--- src/rtl/i2rs_pkg.sv ---
`default_nettype none

package i2rs_pkg;

    localparam int MAX_BASE = 16;

    localparam logic [7:0] CH_MINUS = 8'h2D;
    localparam logic [7:0] CH_PLUS  = 8'h2B;
    localparam logic [7:0] CH_SPACE = 8'h20;

    localparam logic [1:0] CFG_ALPHA_LOW  = 2'd0;
    localparam logic [1:0] CFG_ALPHA_HIGH = 2'd1;
    localparam logic [1:0] CFG_BASE_LEN   = 2'd2;

    localparam logic [63:0] ALPHA_LOW_RST  = 64'h3736353433323130;
    localparam logic [63:0] ALPHA_HIGH_RST = 64'h0;
    localparam logic [4:0]  BASE_LEN_RST   = 5'd10;

    typedef enum logic [2:0] {
        ST_IDLE,
        ST_CHECK,
        ST_DIVIDE,
        ST_SIGN,
        ST_EMIT,
        ST_ERROR
    } i2rs_state_t;

    typedef enum logic [1:0] {
        OSEL_SIGN,
        OSEL_DIGIT,
        OSEL_ERROR
    } i2rs_osel_t;

    typedef struct packed {
        logic       load;
        logic       chk_step;
        logic       div_step;
        logic       out_load;
        i2rs_osel_t out_sel;
    } i2rs_cmd_t;

    typedef struct packed {
        logic len_ok;
        logic sym_bad;
        logic chk_last;
        logic div_last;
        logic quot_zero;
        logic neg;
        logic out_space;
        logic nd_one;
    } i2rs_sts_t;

    function automatic logic [7:0] sym_at(input logic [127:0] alpha, input logic [3:0] idx);
        sym_at = alpha[idx*8 +: 8];
    endfunction

endpackage

`default_nettype wire

--- src/rtl/integer_to_radix_symbols_unit.sv ---
// channel  signals                              width
// cfg      cfg_valid cfg_ready cfg_index cfg_data  2 / 64, index 0..2, others ignored
// in       in_valid in_ready number             32 signed
// out      out_valid out_ready symbol status last  8 / 1 / 1
//
// Per item: a transfer, then a check of up to base_length alphabet symbols, then
// one full division of the work word per digit (8 quotient bits per cycle), then
// the symbols out, a sign first if negative, one per cycle while out_ready holds.
// Reset is asynchronous, active low, and restores "01234567" with zero bytes above
// and length 10, an invalid alphabet until the registers are written.
// A stalled output holds the last symbol; the next item is taken once the
// previous one has loaded its final symbol.
`default_nettype none

module integer_to_radix_symbols_unit (
    input  wire logic               clk,
    input  wire logic               rst_n,
    input  wire logic               cfg_valid,
    output logic                    cfg_ready,
    input  wire logic [1:0]         cfg_index,
    input  wire logic [63:0]        cfg_data,
    input  wire logic               in_valid,
    output logic                    in_ready,
    input  wire logic signed [31:0] number,
    output logic                    out_valid,
    input  wire logic               out_ready,
    output logic [7:0]              symbol,
    output logic                    status,
    output logic                    last
);
    import i2rs_pkg::*;

    i2rs_cmd_t cmd;
    i2rs_sts_t sts;

    assign cfg_ready = 1'b1;

    i2rs_ctrl u_ctrl (
        .clk      (clk),
        .rst_n    (rst_n),
        .in_valid (in_valid),
        .in_ready (in_ready),
        .sts      (sts),
        .cmd      (cmd)
    );

    i2rs_dp u_dp (
        .clk       (clk),
        .rst_n     (rst_n),
        .cfg_valid (cfg_valid),
        .cfg_index (cfg_index),
        .cfg_data  (cfg_data),
        .number    (number),
        .symbol    (symbol),
        .status    (status),
        .last      (last),
        .out_valid (out_valid),
        .out_ready (out_ready),
        .cmd       (cmd),
        .sts       (sts)
    );

endmodule

`default_nettype wire

--- src/rtl/i2rs_ctrl.sv ---
`default_nettype none

module i2rs_ctrl (
    input  wire logic                clk,
    input  wire logic                rst_n,
    input  wire logic                in_valid,
    output logic                     in_ready,
    input  wire i2rs_pkg::i2rs_sts_t sts,
    output i2rs_pkg::i2rs_cmd_t      cmd
);
    import i2rs_pkg::*;

    i2rs_state_t state_reg;
    i2rs_state_t state_next;

    always_ff @(posedge clk or negedge rst_n)
    begin
        if (!rst_n)
        begin
            state_reg <= ST_IDLE;
        end
        else
        begin
            state_reg <= state_next;
        end
    end

    always_comb
    begin
        state_next = state_reg;
        cmd        = '0;
        in_ready   = 1'b0;
        unique case (state_reg)
            ST_IDLE:
            begin
                in_ready = 1'b1;
                if (in_valid)
                begin
                    cmd.load   = 1'b1;
                    state_next = ST_CHECK;
                end
            end
            ST_CHECK:
            begin
                if (!sts.len_ok || sts.sym_bad)
                begin
                    state_next = ST_ERROR;
                end
                else
                begin
                    cmd.chk_step = 1'b1;
                    if (sts.chk_last)
                    begin
                        state_next = ST_DIVIDE;
                    end
                end
            end
            ST_DIVIDE:
            begin
                cmd.div_step = 1'b1;
                if (sts.div_last && sts.quot_zero)
                begin
                    state_next = sts.neg ? ST_SIGN : ST_EMIT;
                end
            end
            ST_SIGN:
            begin
                if (sts.out_space)
                begin
                    cmd.out_load = 1'b1;
                    cmd.out_sel  = OSEL_SIGN;
                    state_next   = ST_EMIT;
                end
            end
            ST_EMIT:
            begin
                if (sts.out_space)
                begin
                    cmd.out_load = 1'b1;
                    cmd.out_sel  = OSEL_DIGIT;
                    if (sts.nd_one)
                    begin
                        state_next = ST_IDLE;
                    end
                end
            end
            ST_ERROR:
            begin
                if (sts.out_space)
                begin
                    cmd.out_load = 1'b1;
                    cmd.out_sel  = OSEL_ERROR;
                    state_next   = ST_IDLE;
                end
            end
            default:
            begin
                state_next = ST_IDLE;
            end
        endcase
    end

    a_load_to_check: assert property (@(posedge clk) disable iff (!rst_n)
        (state_reg == ST_IDLE && in_valid) |=> (state_reg == ST_CHECK))
        else $error("transfer in did not start alphabet check");

    a_divide_len_ok: assert property (@(posedge clk) disable iff (!rst_n)
        (state_reg == ST_DIVIDE) |-> sts.len_ok)
        else $error("division with invalid radix");

    a_emit_end: assert property (@(posedge clk) disable iff (!rst_n)
        (state_reg == ST_EMIT && sts.out_space && sts.nd_one) |=> (state_reg == ST_IDLE))
        else $error("last digit did not end the item");

endmodule

`default_nettype wire

--- src/rtl/i2rs_dp.sv ---
`default_nettype none

module i2rs_dp (
    input  wire logic                clk,
    input  wire logic                rst_n,
    input  wire logic                cfg_valid,
    input  wire logic [1:0]          cfg_index,
    input  wire logic [63:0]         cfg_data,
    input  wire logic signed [31:0]  number,
    output logic [7:0]               symbol,
    output logic                     status,
    output logic                     last,
    output logic                     out_valid,
    input  wire logic                out_ready,
    input  wire i2rs_pkg::i2rs_cmd_t cmd,
    output i2rs_pkg::i2rs_sts_t      sts
);
    import i2rs_pkg::*;

    logic [63:0]  alpha_low_reg;
    logic [63:0]  alpha_high_reg;
    logic [4:0]   base_len_reg;
    logic [127:0] alpha;

    logic [31:0]  work_reg;
    logic [3:0]   rem_reg;
    logic [1:0]   step_reg;
    logic         neg_reg;
    logic [3:0]   chk_idx_reg;
    logic [5:0]   nd_reg;
    logic [5:0]   nd_m1;
    logic [3:0]   digits_reg [32];

    logic         out_valid_reg;
    logic [7:0]   symbol_reg;
    logic         status_reg;
    logic         last_reg;

    logic [3:0]   div_rem;
    logic [7:0]   div_q;
    logic [31:0]  work_next;
    logic [7:0]   sym_c;
    logic         bad_byte;
    logic         dup;
    logic [31:0]  mag;

    assign alpha     = {alpha_high_reg, alpha_low_reg};
    assign nd_m1     = nd_reg - 6'd1;
    assign mag       = number[31] ? (32'd0 - 32'(number)) : 32'(number);
    assign work_next = {work_reg[23:0], div_q};

    // restoring long division, eight quotient bits per cycle
    always_comb
    begin
        logic [4:0] t;
        logic [3:0] r;
        r     = (step_reg == 2'd0) ? 4'd0 : rem_reg;
        div_q = '0;
        for (int k = 0; k < 8; k++)
        begin
            t = {r, work_reg[31 - k]};
            if (t >= base_len_reg)
            begin
                r            = 4'(t - base_len_reg);
                div_q[7 - k] = 1'b1;
            end
            else
            begin
                r = t[3:0];
            end
        end
        div_rem = r;
    end

    assign sym_c    = sym_at(alpha, chk_idx_reg);
    assign bad_byte = (sym_c <= CH_SPACE) || sym_c[7] || (sym_c == CH_PLUS)
                      || (sym_c == CH_MINUS);

    always_comb
    begin
        dup = 1'b0;
        for (int j = 0; j < 16; j++)
        begin
            if ((5'(j) > {1'b0, chk_idx_reg}) && (5'(j) < base_len_reg)
                && (sym_at(alpha, 4'(j)) == sym_c))
            begin
                dup = 1'b1;
            end
        end
    end

    always_comb
    begin
        sts.len_ok    = (base_len_reg >= 5'd2) && (base_len_reg <= 5'(MAX_BASE));
        sts.sym_bad   = bad_byte || dup;
        sts.chk_last  = ({1'b0, chk_idx_reg} == (base_len_reg - 5'd1));
        sts.div_last  = (step_reg == 2'd3);
        sts.quot_zero = (work_next == 32'd0);
        sts.neg       = neg_reg;
        sts.out_space = !out_valid_reg || out_ready;
        sts.nd_one    = (nd_reg == 6'd1);
    end

    always_ff @(posedge clk or negedge rst_n)
    begin
        if (!rst_n)
        begin
            alpha_low_reg  <= ALPHA_LOW_RST;
            alpha_high_reg <= ALPHA_HIGH_RST;
            base_len_reg   <= BASE_LEN_RST;
            step_reg       <= '0;
            neg_reg        <= 1'b0;
            chk_idx_reg    <= '0;
            nd_reg         <= '0;
            out_valid_reg  <= 1'b0;
        end
        else
        begin
            if (cfg_valid)
            begin
                unique case (cfg_index)
                    CFG_ALPHA_LOW:  alpha_low_reg  <= cfg_data;
                    CFG_ALPHA_HIGH: alpha_high_reg <= cfg_data;
                    CFG_BASE_LEN:   base_len_reg   <= cfg_data[4:0];
                    default:        ;
                endcase
            end
            if (cmd.load)
            begin
                neg_reg     <= number[31];
                chk_idx_reg <= '0;
                nd_reg      <= '0;
                step_reg    <= '0;
            end
            if (cmd.chk_step)
            begin
                chk_idx_reg <= chk_idx_reg + 4'd1;
            end
            if (cmd.div_step)
            begin
                step_reg <= step_reg + 2'd1;
                if (step_reg == 2'd3)
                begin
                    nd_reg <= nd_reg + 6'd1;
                end
            end
            if (cmd.out_load)
            begin
                out_valid_reg <= 1'b1;
                if (cmd.out_sel == OSEL_DIGIT)
                begin
                    nd_reg <= nd_m1;
                end
            end
            else if (out_ready)
            begin
                out_valid_reg <= 1'b0;
            end
        end
    end

    always_ff @(posedge clk)
    begin
        if (cmd.load)
        begin
            work_reg <= mag;
        end
        if (cmd.div_step)
        begin
            rem_reg  <= div_rem;
            work_reg <= work_next;
            if (step_reg == 2'd3)
            begin
                digits_reg[nd_reg[4:0]] <= div_rem;
            end
        end
        if (cmd.out_load)
        begin
            unique case (cmd.out_sel)
                OSEL_SIGN:
                begin
                    symbol_reg <= CH_MINUS;
                    status_reg <= 1'b0;
                    last_reg   <= 1'b0;
                end
                OSEL_DIGIT:
                begin
                    symbol_reg <= sym_at(alpha, digits_reg[nd_m1[4:0]]);
                    status_reg <= 1'b0;
                    last_reg   <= (nd_reg == 6'd1);
                end
                OSEL_ERROR:
                begin
                    symbol_reg <= 8'd0;
                    status_reg <= 1'b1;
                    last_reg   <= 1'b1;
                end
                default:
                begin
                    symbol_reg <= 8'd0;
                    status_reg <= 1'b1;
                    last_reg   <= 1'b1;
                end
            endcase
        end
    end

    assign out_valid = out_valid_reg;
    assign symbol    = symbol_reg;
    assign status    = status_reg;
    assign last      = last_reg;

    a_nd_range: assert property (@(posedge clk) disable iff (!rst_n)
        nd_reg <= 6'd32)
        else $error("digit count out of range");

    a_no_overwrite: assert property (@(posedge clk) disable iff (!rst_n)
        cmd.out_load |-> (!out_valid_reg || out_ready))
        else $error("output register overwritten before transfer");

endmodule

`default_nettype wire

--- config.mk ---
export PLATFORM = sky130hd
export DESIGN_NAME = integer_to_radix_symbols_unit
export DESIGN_NICKNAME = d
export VERILOG_FILES = /design/src/rtl/i2rs_pkg.sv /design/src/rtl/integer_to_radix_symbols_unit.sv /design/src/rtl/i2rs_ctrl.sv /design/src/rtl/i2rs_dp.sv
export SDC_FILE = /design/constraint.sdc
export NUM_CORES = 1
export LEC_CHECK = 0
export ABC_AREA = 0
export BUFFER_PORTS_ARGS = -buffer_cell sky130_fd_sc_hd__buf_2
export CORE_MARGIN = 3
export CORE_UTILIZATION = 56
export DETAILED_ROUTE_END_ITERATION = 8
export HOLD_SLACK_MARGIN = 0.02
export PLACE_DENSITY_LB_ADDON = 0.2
export SYNTH_ARGS = -nofsm -noshare
export SYNTH_HDL_FRONTEND = slang
export SYNTH_SLANG_ARGS = --single-unit
--- constraint.sdc ---
create_clock -name clk -period 13.83 [get_ports clk]
set_clock_uncertainty 0.15 [all_clocks]
set_input_delay 2.766 -clock clk [delete_from_list [all_inputs] [get_ports clk]]
set_output_delay 2.766 -clock clk [all_outputs]
set_load 0.02 [all_outputs]
[After elaboration in Yosys (flattened, before gate mapping)]
Memory sizes are Yosys's and may differ from the RTL's.
Cells that the tools add are included.
Cells by class
  $add $sub $neg: 14
  magnitude comparators: 41
  eq/ne operators: 35
  shift-type cells: 2
  multiplexer cells: 72
  reductions and logical operators: 53
Operator list (count)
  indexed part select 128 x 8 -> 8 bit: 2
  equality test 8 bit: 15
  two-way mux 32 bit: 3
  two-way mux 4 bit: 11
  greater-or-equal comparator 5 bit: 8
  < comparator 4 x 5 -> 1 bit, first input constant: 8
  two-way mux 3 bit: 12
  two-way mux 1 bit: 35
  > comparator 4 bit, first input constant: 8
  logical AND 1 bit: 32
  zero test 32 bit: 1
  subtractor 1 x 32 -> 32 bit, first input constant: 1
  subtractor 4 bit: 8
  two-way mux 6 bit: 5
  < comparator 3 x 5 -> 1 bit, first input constant: 4
  case mux 3 bit (6 select lines): 1
  equality test 8 x 6 -> 1 bit, second input constant: 2
  > comparator 3 x 4 -> 1 bit, first input constant: 4
  case mux 8 bit (2 select lines): 1
  < comparator 2 x 5 -> 1 bit, first input constant: 2
  != test 2 bit, second input constant: 5
  case mux 3 bit (3 select lines): 1
  > comparator 2 x 4 -> 1 bit, first input constant: 2
  <= comparator 8 x 6 -> 1 bit, second input constant: 1
  28 further kinds: 45
Storage, ports and cells
  bits in registers: 196
  RAM bits: 128
  output and inout port bits: 13
  memories kept: 1
Memories
  u_dp.digits_reg: words 32, width 4, rd ports 1, clocked after memory_dff 0, wr ports 1, RTL line i2rs_dp.sv:32  | logic [3:0] digits_reg [32];

[Longest topological paths before layout]
  depth in word-level cells: 23
  depth in mapped cells: 71
  depth with buffers taken out: 70

[By module]
From an unflattened synthesis, not the netlist that was laid out.
Second synthesis, totals
  cells, all modules: 1564
  area, all modules: 19468.7 µm²
Modules (own cells, without submodules)
  i2rs_dp: instances 1, cells each 1523, area each 19157.1 µm², seq. area each 8941.1 µm²
  i2rs_ctrl: instances 1, cells each 39, area each 300.3 µm², seq. area each 75.1 µm²
  integer_to_radix_symbols_unit: instances 1, cells each 2, area each 11.3 µm², seq. area each 0.0 µm²

[Worst setup path after synthesis]
No wires, ideal clock.
  kind: register -> register
  start point: register u_dp.base_len_reg[1]
  end point: memory u_dp.digits_reg[0][0] (data pin)
  library setup time: 0.382 ns
  arrival time: 12.891 ns
  slack: 0.407 ns
  stages on the path, launching flop included: 61
  buffers on the path: 2
  clock period less this slack: 13.423 ns
  cells stage by stage: dfstp_2 clkbuf_1 inv_1 o21a_1 o21ai_0 o311ai_0 a21o_1 a21o_1 mux2_2 inv_1 ha_1 a21o_1 a21o_1 a21o_1 a21o_1 clkbuf_1 o21ai_0 inv_1 [25 not listed] a21o_1 a21o_1 o21ai_0 inv_1 ha_1 nor2b_1 o21ai_0 nand3b_1 a21o_1 a21o_1 a21oi_1 ha_1 nor2b_1 o21ai_0 nand3b_1 a21o_1 a21o_1 a21oi_1
On the way
  word-level cells in the longest chain between the ends: 16
  elaborated cells between the ends (all ways): 23
RTL lines
  start: declaration: RTL line i2rs_dp.sv:22  | logic [4:0] base_len_reg;
  start signal: assignment: RTL line i2rs_dp.sv:124  | CFG_BASE_LEN: base_len_reg <= cfg_data[4:0];
  subtractor 4 bit or greater-or-equal comparator 5 bit (tied branches): RTL line i2rs_dp.sv:64, i2rs_dp.sv:62
  two-way mux 4 bit: RTL line i2rs_dp.sv:62  | if (t >= base_len_reg)
  subtractor 4 bit or greater-or-equal comparator 5 bit (tied branches): RTL line i2rs_dp.sv:64, i2rs_dp.sv:62
  two-way mux 4 bit: RTL line i2rs_dp.sv:62
  subtractor 4 bit or greater-or-equal comparator 5 bit (tied branches): RTL line i2rs_dp.sv:64, i2rs_dp.sv:62
  two-way mux 4 bit: RTL line i2rs_dp.sv:62
  greater-or-equal comparator 5 bit or subtractor 4 bit (tied branches): RTL line i2rs_dp.sv:62, i2rs_dp.sv:64
  two-way mux 4 bit: RTL line i2rs_dp.sv:62
  subtractor 4 bit or greater-or-equal comparator 5 bit (tied branches): RTL line i2rs_dp.sv:64, i2rs_dp.sv:62
  two-way mux 4 bit: RTL line i2rs_dp.sv:62
  subtractor 4 bit or greater-or-equal comparator 5 bit (tied branches): RTL line i2rs_dp.sv:64, i2rs_dp.sv:62
  two-way mux 4 bit: RTL line i2rs_dp.sv:62
  subtractor 4 bit or greater-or-equal comparator 5 bit (tied branches): RTL line i2rs_dp.sv:64, i2rs_dp.sv:62
  two-way mux 4 bit: RTL line i2rs_dp.sv:62
  greater-or-equal comparator 5 bit (*): RTL line i2rs_dp.sv:62
  two-way mux 4 bit (*): RTL line i2rs_dp.sv:62
  net u_dp.div_rem[0]: RTL line i2rs_dp.sv:39  | logic [3:0] div_rem;
  end: declaration: RTL line i2rs_dp.sv:32
The timed path passes the listed nets; every way through them passes the cells marked *.

[Worst setup path after layout]
  start point: register u_dp.step_reg[0]
  end point: register u_ctrl.state_reg[0]
On the way
  word-level cells in the longest chain between the ends: 22
  elaborated cells between the ends (all ways): 37
RTL lines
  start: declaration: RTL line i2rs_dp.sv:27  | logic [1:0] step_reg;
  start signal: assignment: RTL line i2rs_dp.sv:141  | step_reg <= step_reg + 2'd1;
  zero test 2 bit: RTL line i2rs_dp.sv:57  | r = (step_reg == 2'd0) ? 4'd0 : rem_reg;
  two-way mux 4 bit: RTL line i2rs_dp.sv:57
  subtractor 4 bit or greater-or-equal comparator 5 bit (tied branches): RTL line i2rs_dp.sv:64, i2rs_dp.sv:62
  two-way mux 4 bit: RTL line i2rs_dp.sv:62
  subtractor 4 bit or greater-or-equal comparator 5 bit (tied branches): RTL line i2rs_dp.sv:64, i2rs_dp.sv:62
  two-way mux 4 bit: RTL line i2rs_dp.sv:62
  subtractor 4 bit or greater-or-equal comparator 5 bit (tied branches): RTL line i2rs_dp.sv:64, i2rs_dp.sv:62
  two-way mux 4 bit: RTL line i2rs_dp.sv:62
  [6 not listed]
  subtractor 4 bit or greater-or-equal comparator 5 bit (tied branches): RTL line i2rs_dp.sv:64, i2rs_dp.sv:62
  two-way mux 4 bit: RTL line i2rs_dp.sv:62
  greater-or-equal comparator 5 bit: RTL line i2rs_dp.sv:62
  two-way mux 1 bit: RTL line i2rs_dp.sv:62
  zero test 32 bit: RTL line i2rs_dp.sv:98  | sts.quot_zero = (work_next == 32'd0);
  logical AND 1 bit (*): RTL line i2rs_ctrl.sv:61  | if (sts.div_last && sts.quot_zero)
  != test 2 x 1 -> 1 bit (no source line) (*)
  AND reduction 7 bit (no source line) (*)
  end signal: assignment: RTL line i2rs_ctrl.sv:24  | state_reg <= state_next;
  end: declaration: RTL line i2rs_ctrl.sv:13  | i2rs_state_t state_reg;
Every way passes the cells marked *; elsewhere a longest branch is shown, timed or not.
A chain may end at the register's enable or synchronous reset.

==> summary.txt <==
Outcome
  – Status: completed

Synthesis
  – Post-synthesis sequential area ratio: 45.1%
  – Synth Area in Compound Gates: 11.2%
  – Yosys reg bits: 324
  – Post-synthesis cell area: approximately 20000 µm²
  – Multiplexer area fraction after synthesis: 18.9%
  – Synth cell types: 85
  – Mapped Cells: 1718
  – Average cell area after synthesis: 11.6 µm²
  – Post-synth EDFFs: 174
  – Combinational family with the most area after synthesis: multiplexers
  – Asr flop ratio synth: ~46%
  – Simple-gate share of the synthesized area: 10.7%
  – Xor/xnor share of the synthesized area: 6.51%
  – Top_reg_cell synth: edfxtp_1
  – Syn Nets: 1881
  – Synth Warn #: 0
  – Post-Synth Adder-Cell Area: around 4.0%

Detailed routing
  – Final ANT Viol Nets: 0
  – DRC violations left: 0
  – DR vias/cell: 6.35
  – Routed WL per cell: ~23 µm
  – Routed via count: 14457
  – Initial drt markers: 1225
  – DRT Pass-1 Iters: 5
  – Drt total wl: 52100 µm

Worst setup path
  – Worst Path Required: 14.11 ns
  – CP max stage cell: or4_1
  – CP max FO: 8
  – R2r startpoint: u_dp.step_reg[0]
  – Startpoint Class: flop
  – Crit path DAT: 13.18 ns
  – Top cell by count, worst path: a21o_1
  – Reg2reg setup slack: 0.93 ns
  – Crit Reg-Reg Endpoint: u_ctrl.state_reg[0]
  – Critical Path End Type: flop
  – Worst reg-to-reg path cell count: 65
  – Crit path kind: reg -> reg
  – Max incr delay on CP: 0.50 ns
  – Setup crit start: u_dp.step_reg[0]

Final layout
  – Nets: 1960
  – # diodes: 0
  – Share of cells above drive strength 1: between 20 and 30%
  – Most common cell after layout, fill and taps aside: edfxtp_1
  – Fin util: 63.2%
  – Most frequent cells in the layout: 174 x edfxtp_1, 151 x mux2_2, 117 x dfrtp_1
  – Layout area overhead: 10.3%
  – Fillers: approximately 2700
  – Max reg flops: 128

Floorplan
  – Die Span Y: 195 µm
  – Core Rows: between 60 and 70
  – Ports: 116
  – Core area: between 30000 and 40000 µm²
  – Die area: 38000 µm²
  – Die width: 195 µm
  – Initial core utilization: 57.3%

Min path
  – Hold Crit Endpoint: u_dp.nd_reg[5]
  – WHS Path Cells: 1
  – Hold Path Class: reg -> reg
  – Hold_sp: u_dp.nd_reg[5]

CTS
  – H-tree depth: 2
  – CTS Buffer Depth: 3
  – Hold-fix buffers, CTS: 0
  – CTS tree: yes
  – Worst-path clk slew: ~0.060 ns
  – Total CTS buffers: 34
  – Root Buffer: clkbuf_16
  – Clock Sinks: 324
  – Worst-Skew Late Latency: 0.54 ns

Placed design
  – IO buf count: 114
  – RD Place Congestion: 0.925
  – DP Wirelength: approximately 37000 µm

GRT
  – Largest net degree at the start of global routing: 80
  – GRT Overall Usage: roughly 27%
  – Vias in the first global route: 14116
  – Grt total ovfl: 0
  – Initial antenna violation count: 2
  – First-pass GRT wire length: 80500 µm

Timing
  – Fmax: between 70 and 80 MHz
  – Fin crit share: 93.3%
  – Worst slew margin: 24.4%
  – Fin crit period: 12.90 ns
  – Unrepaired setup endpoints after global routing: false
  – Pins Over Slew Limit: 0
  – Setup violations, final: 0
  – Least-Margin Pin Slew: ~1.1 ns
  – Final Hold Violating Endpoints: 0

Flow run
  – MaxCap Viol Count: 0
[cell usage after synthesis, drive strengths merged (23+ instances only)]
cell type	count	area share [%]
a211oi	56	2.1
a21o	30	1.1
a21oi	64	1.6
buf	50	1.8
clkbuf	52	0.98
dfrtp	120	15
dfstp	30	3.9
edfxtp	174	26
ha	53	3.3
inv	41	0.77
mux2	153	8.6
mux2i	91	4.6
mux4	51	5.7
nand2	110	2.1
nand3	42	1.1
nor2	69	1.3
nor2b	56	1.8
nor3	23	0.60
nor4	23	0.79
o21ai	88	2.2
xnor2	73	3.3
xor2	74	3.2
[metrics by stage]
| stage | hold WS [ns] | instances | area, µm² | setup TNS, ns | worst slack, ns |
|---|---|---|---|---|---|
| 6_report | 0.339 | 2278 | 22100 | 0 | 0.926 |
| 5_1_grt | 0.358 | 2278 | 22100 | 0 | 0.0406 |
| 4_1_cts | 0.336 | 2275 | 22000 | 0 | 0.0523 |
| 3_5_place_dp | 0.328 | 2213 | 20800 | -0.537 | -0.276 |
| 3_3_place_gp | 0.322 | 2213 | 20800 | 0 | 0.380 |
| 2_1_floorplan | 0.299 | 1718 | 20000 | 0 | 0.407 |
[timing repair]
action,in CTS,in global routing
buffers inserted,0,3
pin swaps,0,2
endpoints found under the setup margin,3,136
cloned,0,0
gates resized for setup,3,15
endpoints found under the hold margin,0,0
[area by class of cell]
cell class	count	area [µm²]	area share [%]
multi-input cells	1250	10300	46.9
flip-flops and latches	324	9020	40.9
clock buffers	45	955	4.33
repair buffers	145	810	3.67
well taps	455	569	2.58
clock inverters	17	210	0.953
inverters	42	158	0.715
[critical path: cells and delay by family (launching register included)]
kind	cells	cell delay, ns
AOI/OAI and AO/OA	38	7.55
adders and majority gates	8	2.22
buffers and inverters	7	0.44
DFF	1	0.41
muxes	1	0.33
and+or+nand+nor	11	1.68
[kinds of logic (layout without fill, tap and decap cells)]
| logic type | count (synthesis) | count (layout) |
|---|---|---|
| other cells | 1 | 1 |
| buf+inv | 144 | 249 |
| xor+xnor | 147 | 147 |
| fa+ha+maj | 60 | 60 |
| compound gates | 334 | 334 |
| flops | 324 | 324 |
| mux | 295 | 295 |
| simple gates | 413 | 413 |
[metal layers]
| layer | GRT usage [%] | share of wire [%] | vias up |
|---|---|---|---|
| li1 | - | - | 6627 |
| met1 | 37.0 | 42 | 7146 |
| met2 | 44.0 | 48 | 564 |
| met3 | 3.97 | 6.3 | 116 |
| met4 | 9.35 | 3.7 | 4 |
| met5 | 0 | 0.059 | - |
[how the worst max path moves through the flow]
stage / endpoint / slack, ns / cells past startpoint
final: u_ctrl.state_reg[0] / 0.93 / 65
after CTS: u_ctrl.state_reg[0] / 0.05 / 63
after global routing: u_ctrl.state_reg[0] / 0.04 / 65
after detailed placement: u_ctrl.state_reg[0] / -0.28 / 63
after floorplan: u_dp.digits_reg[0][0] / 0.41 / 60
after global placement: u_ctrl.state_reg[0] / 0.38 / 64
Power is not shown: default switching activity piles up to over one toggle a cycle in this logic, so the estimate is an artifact.
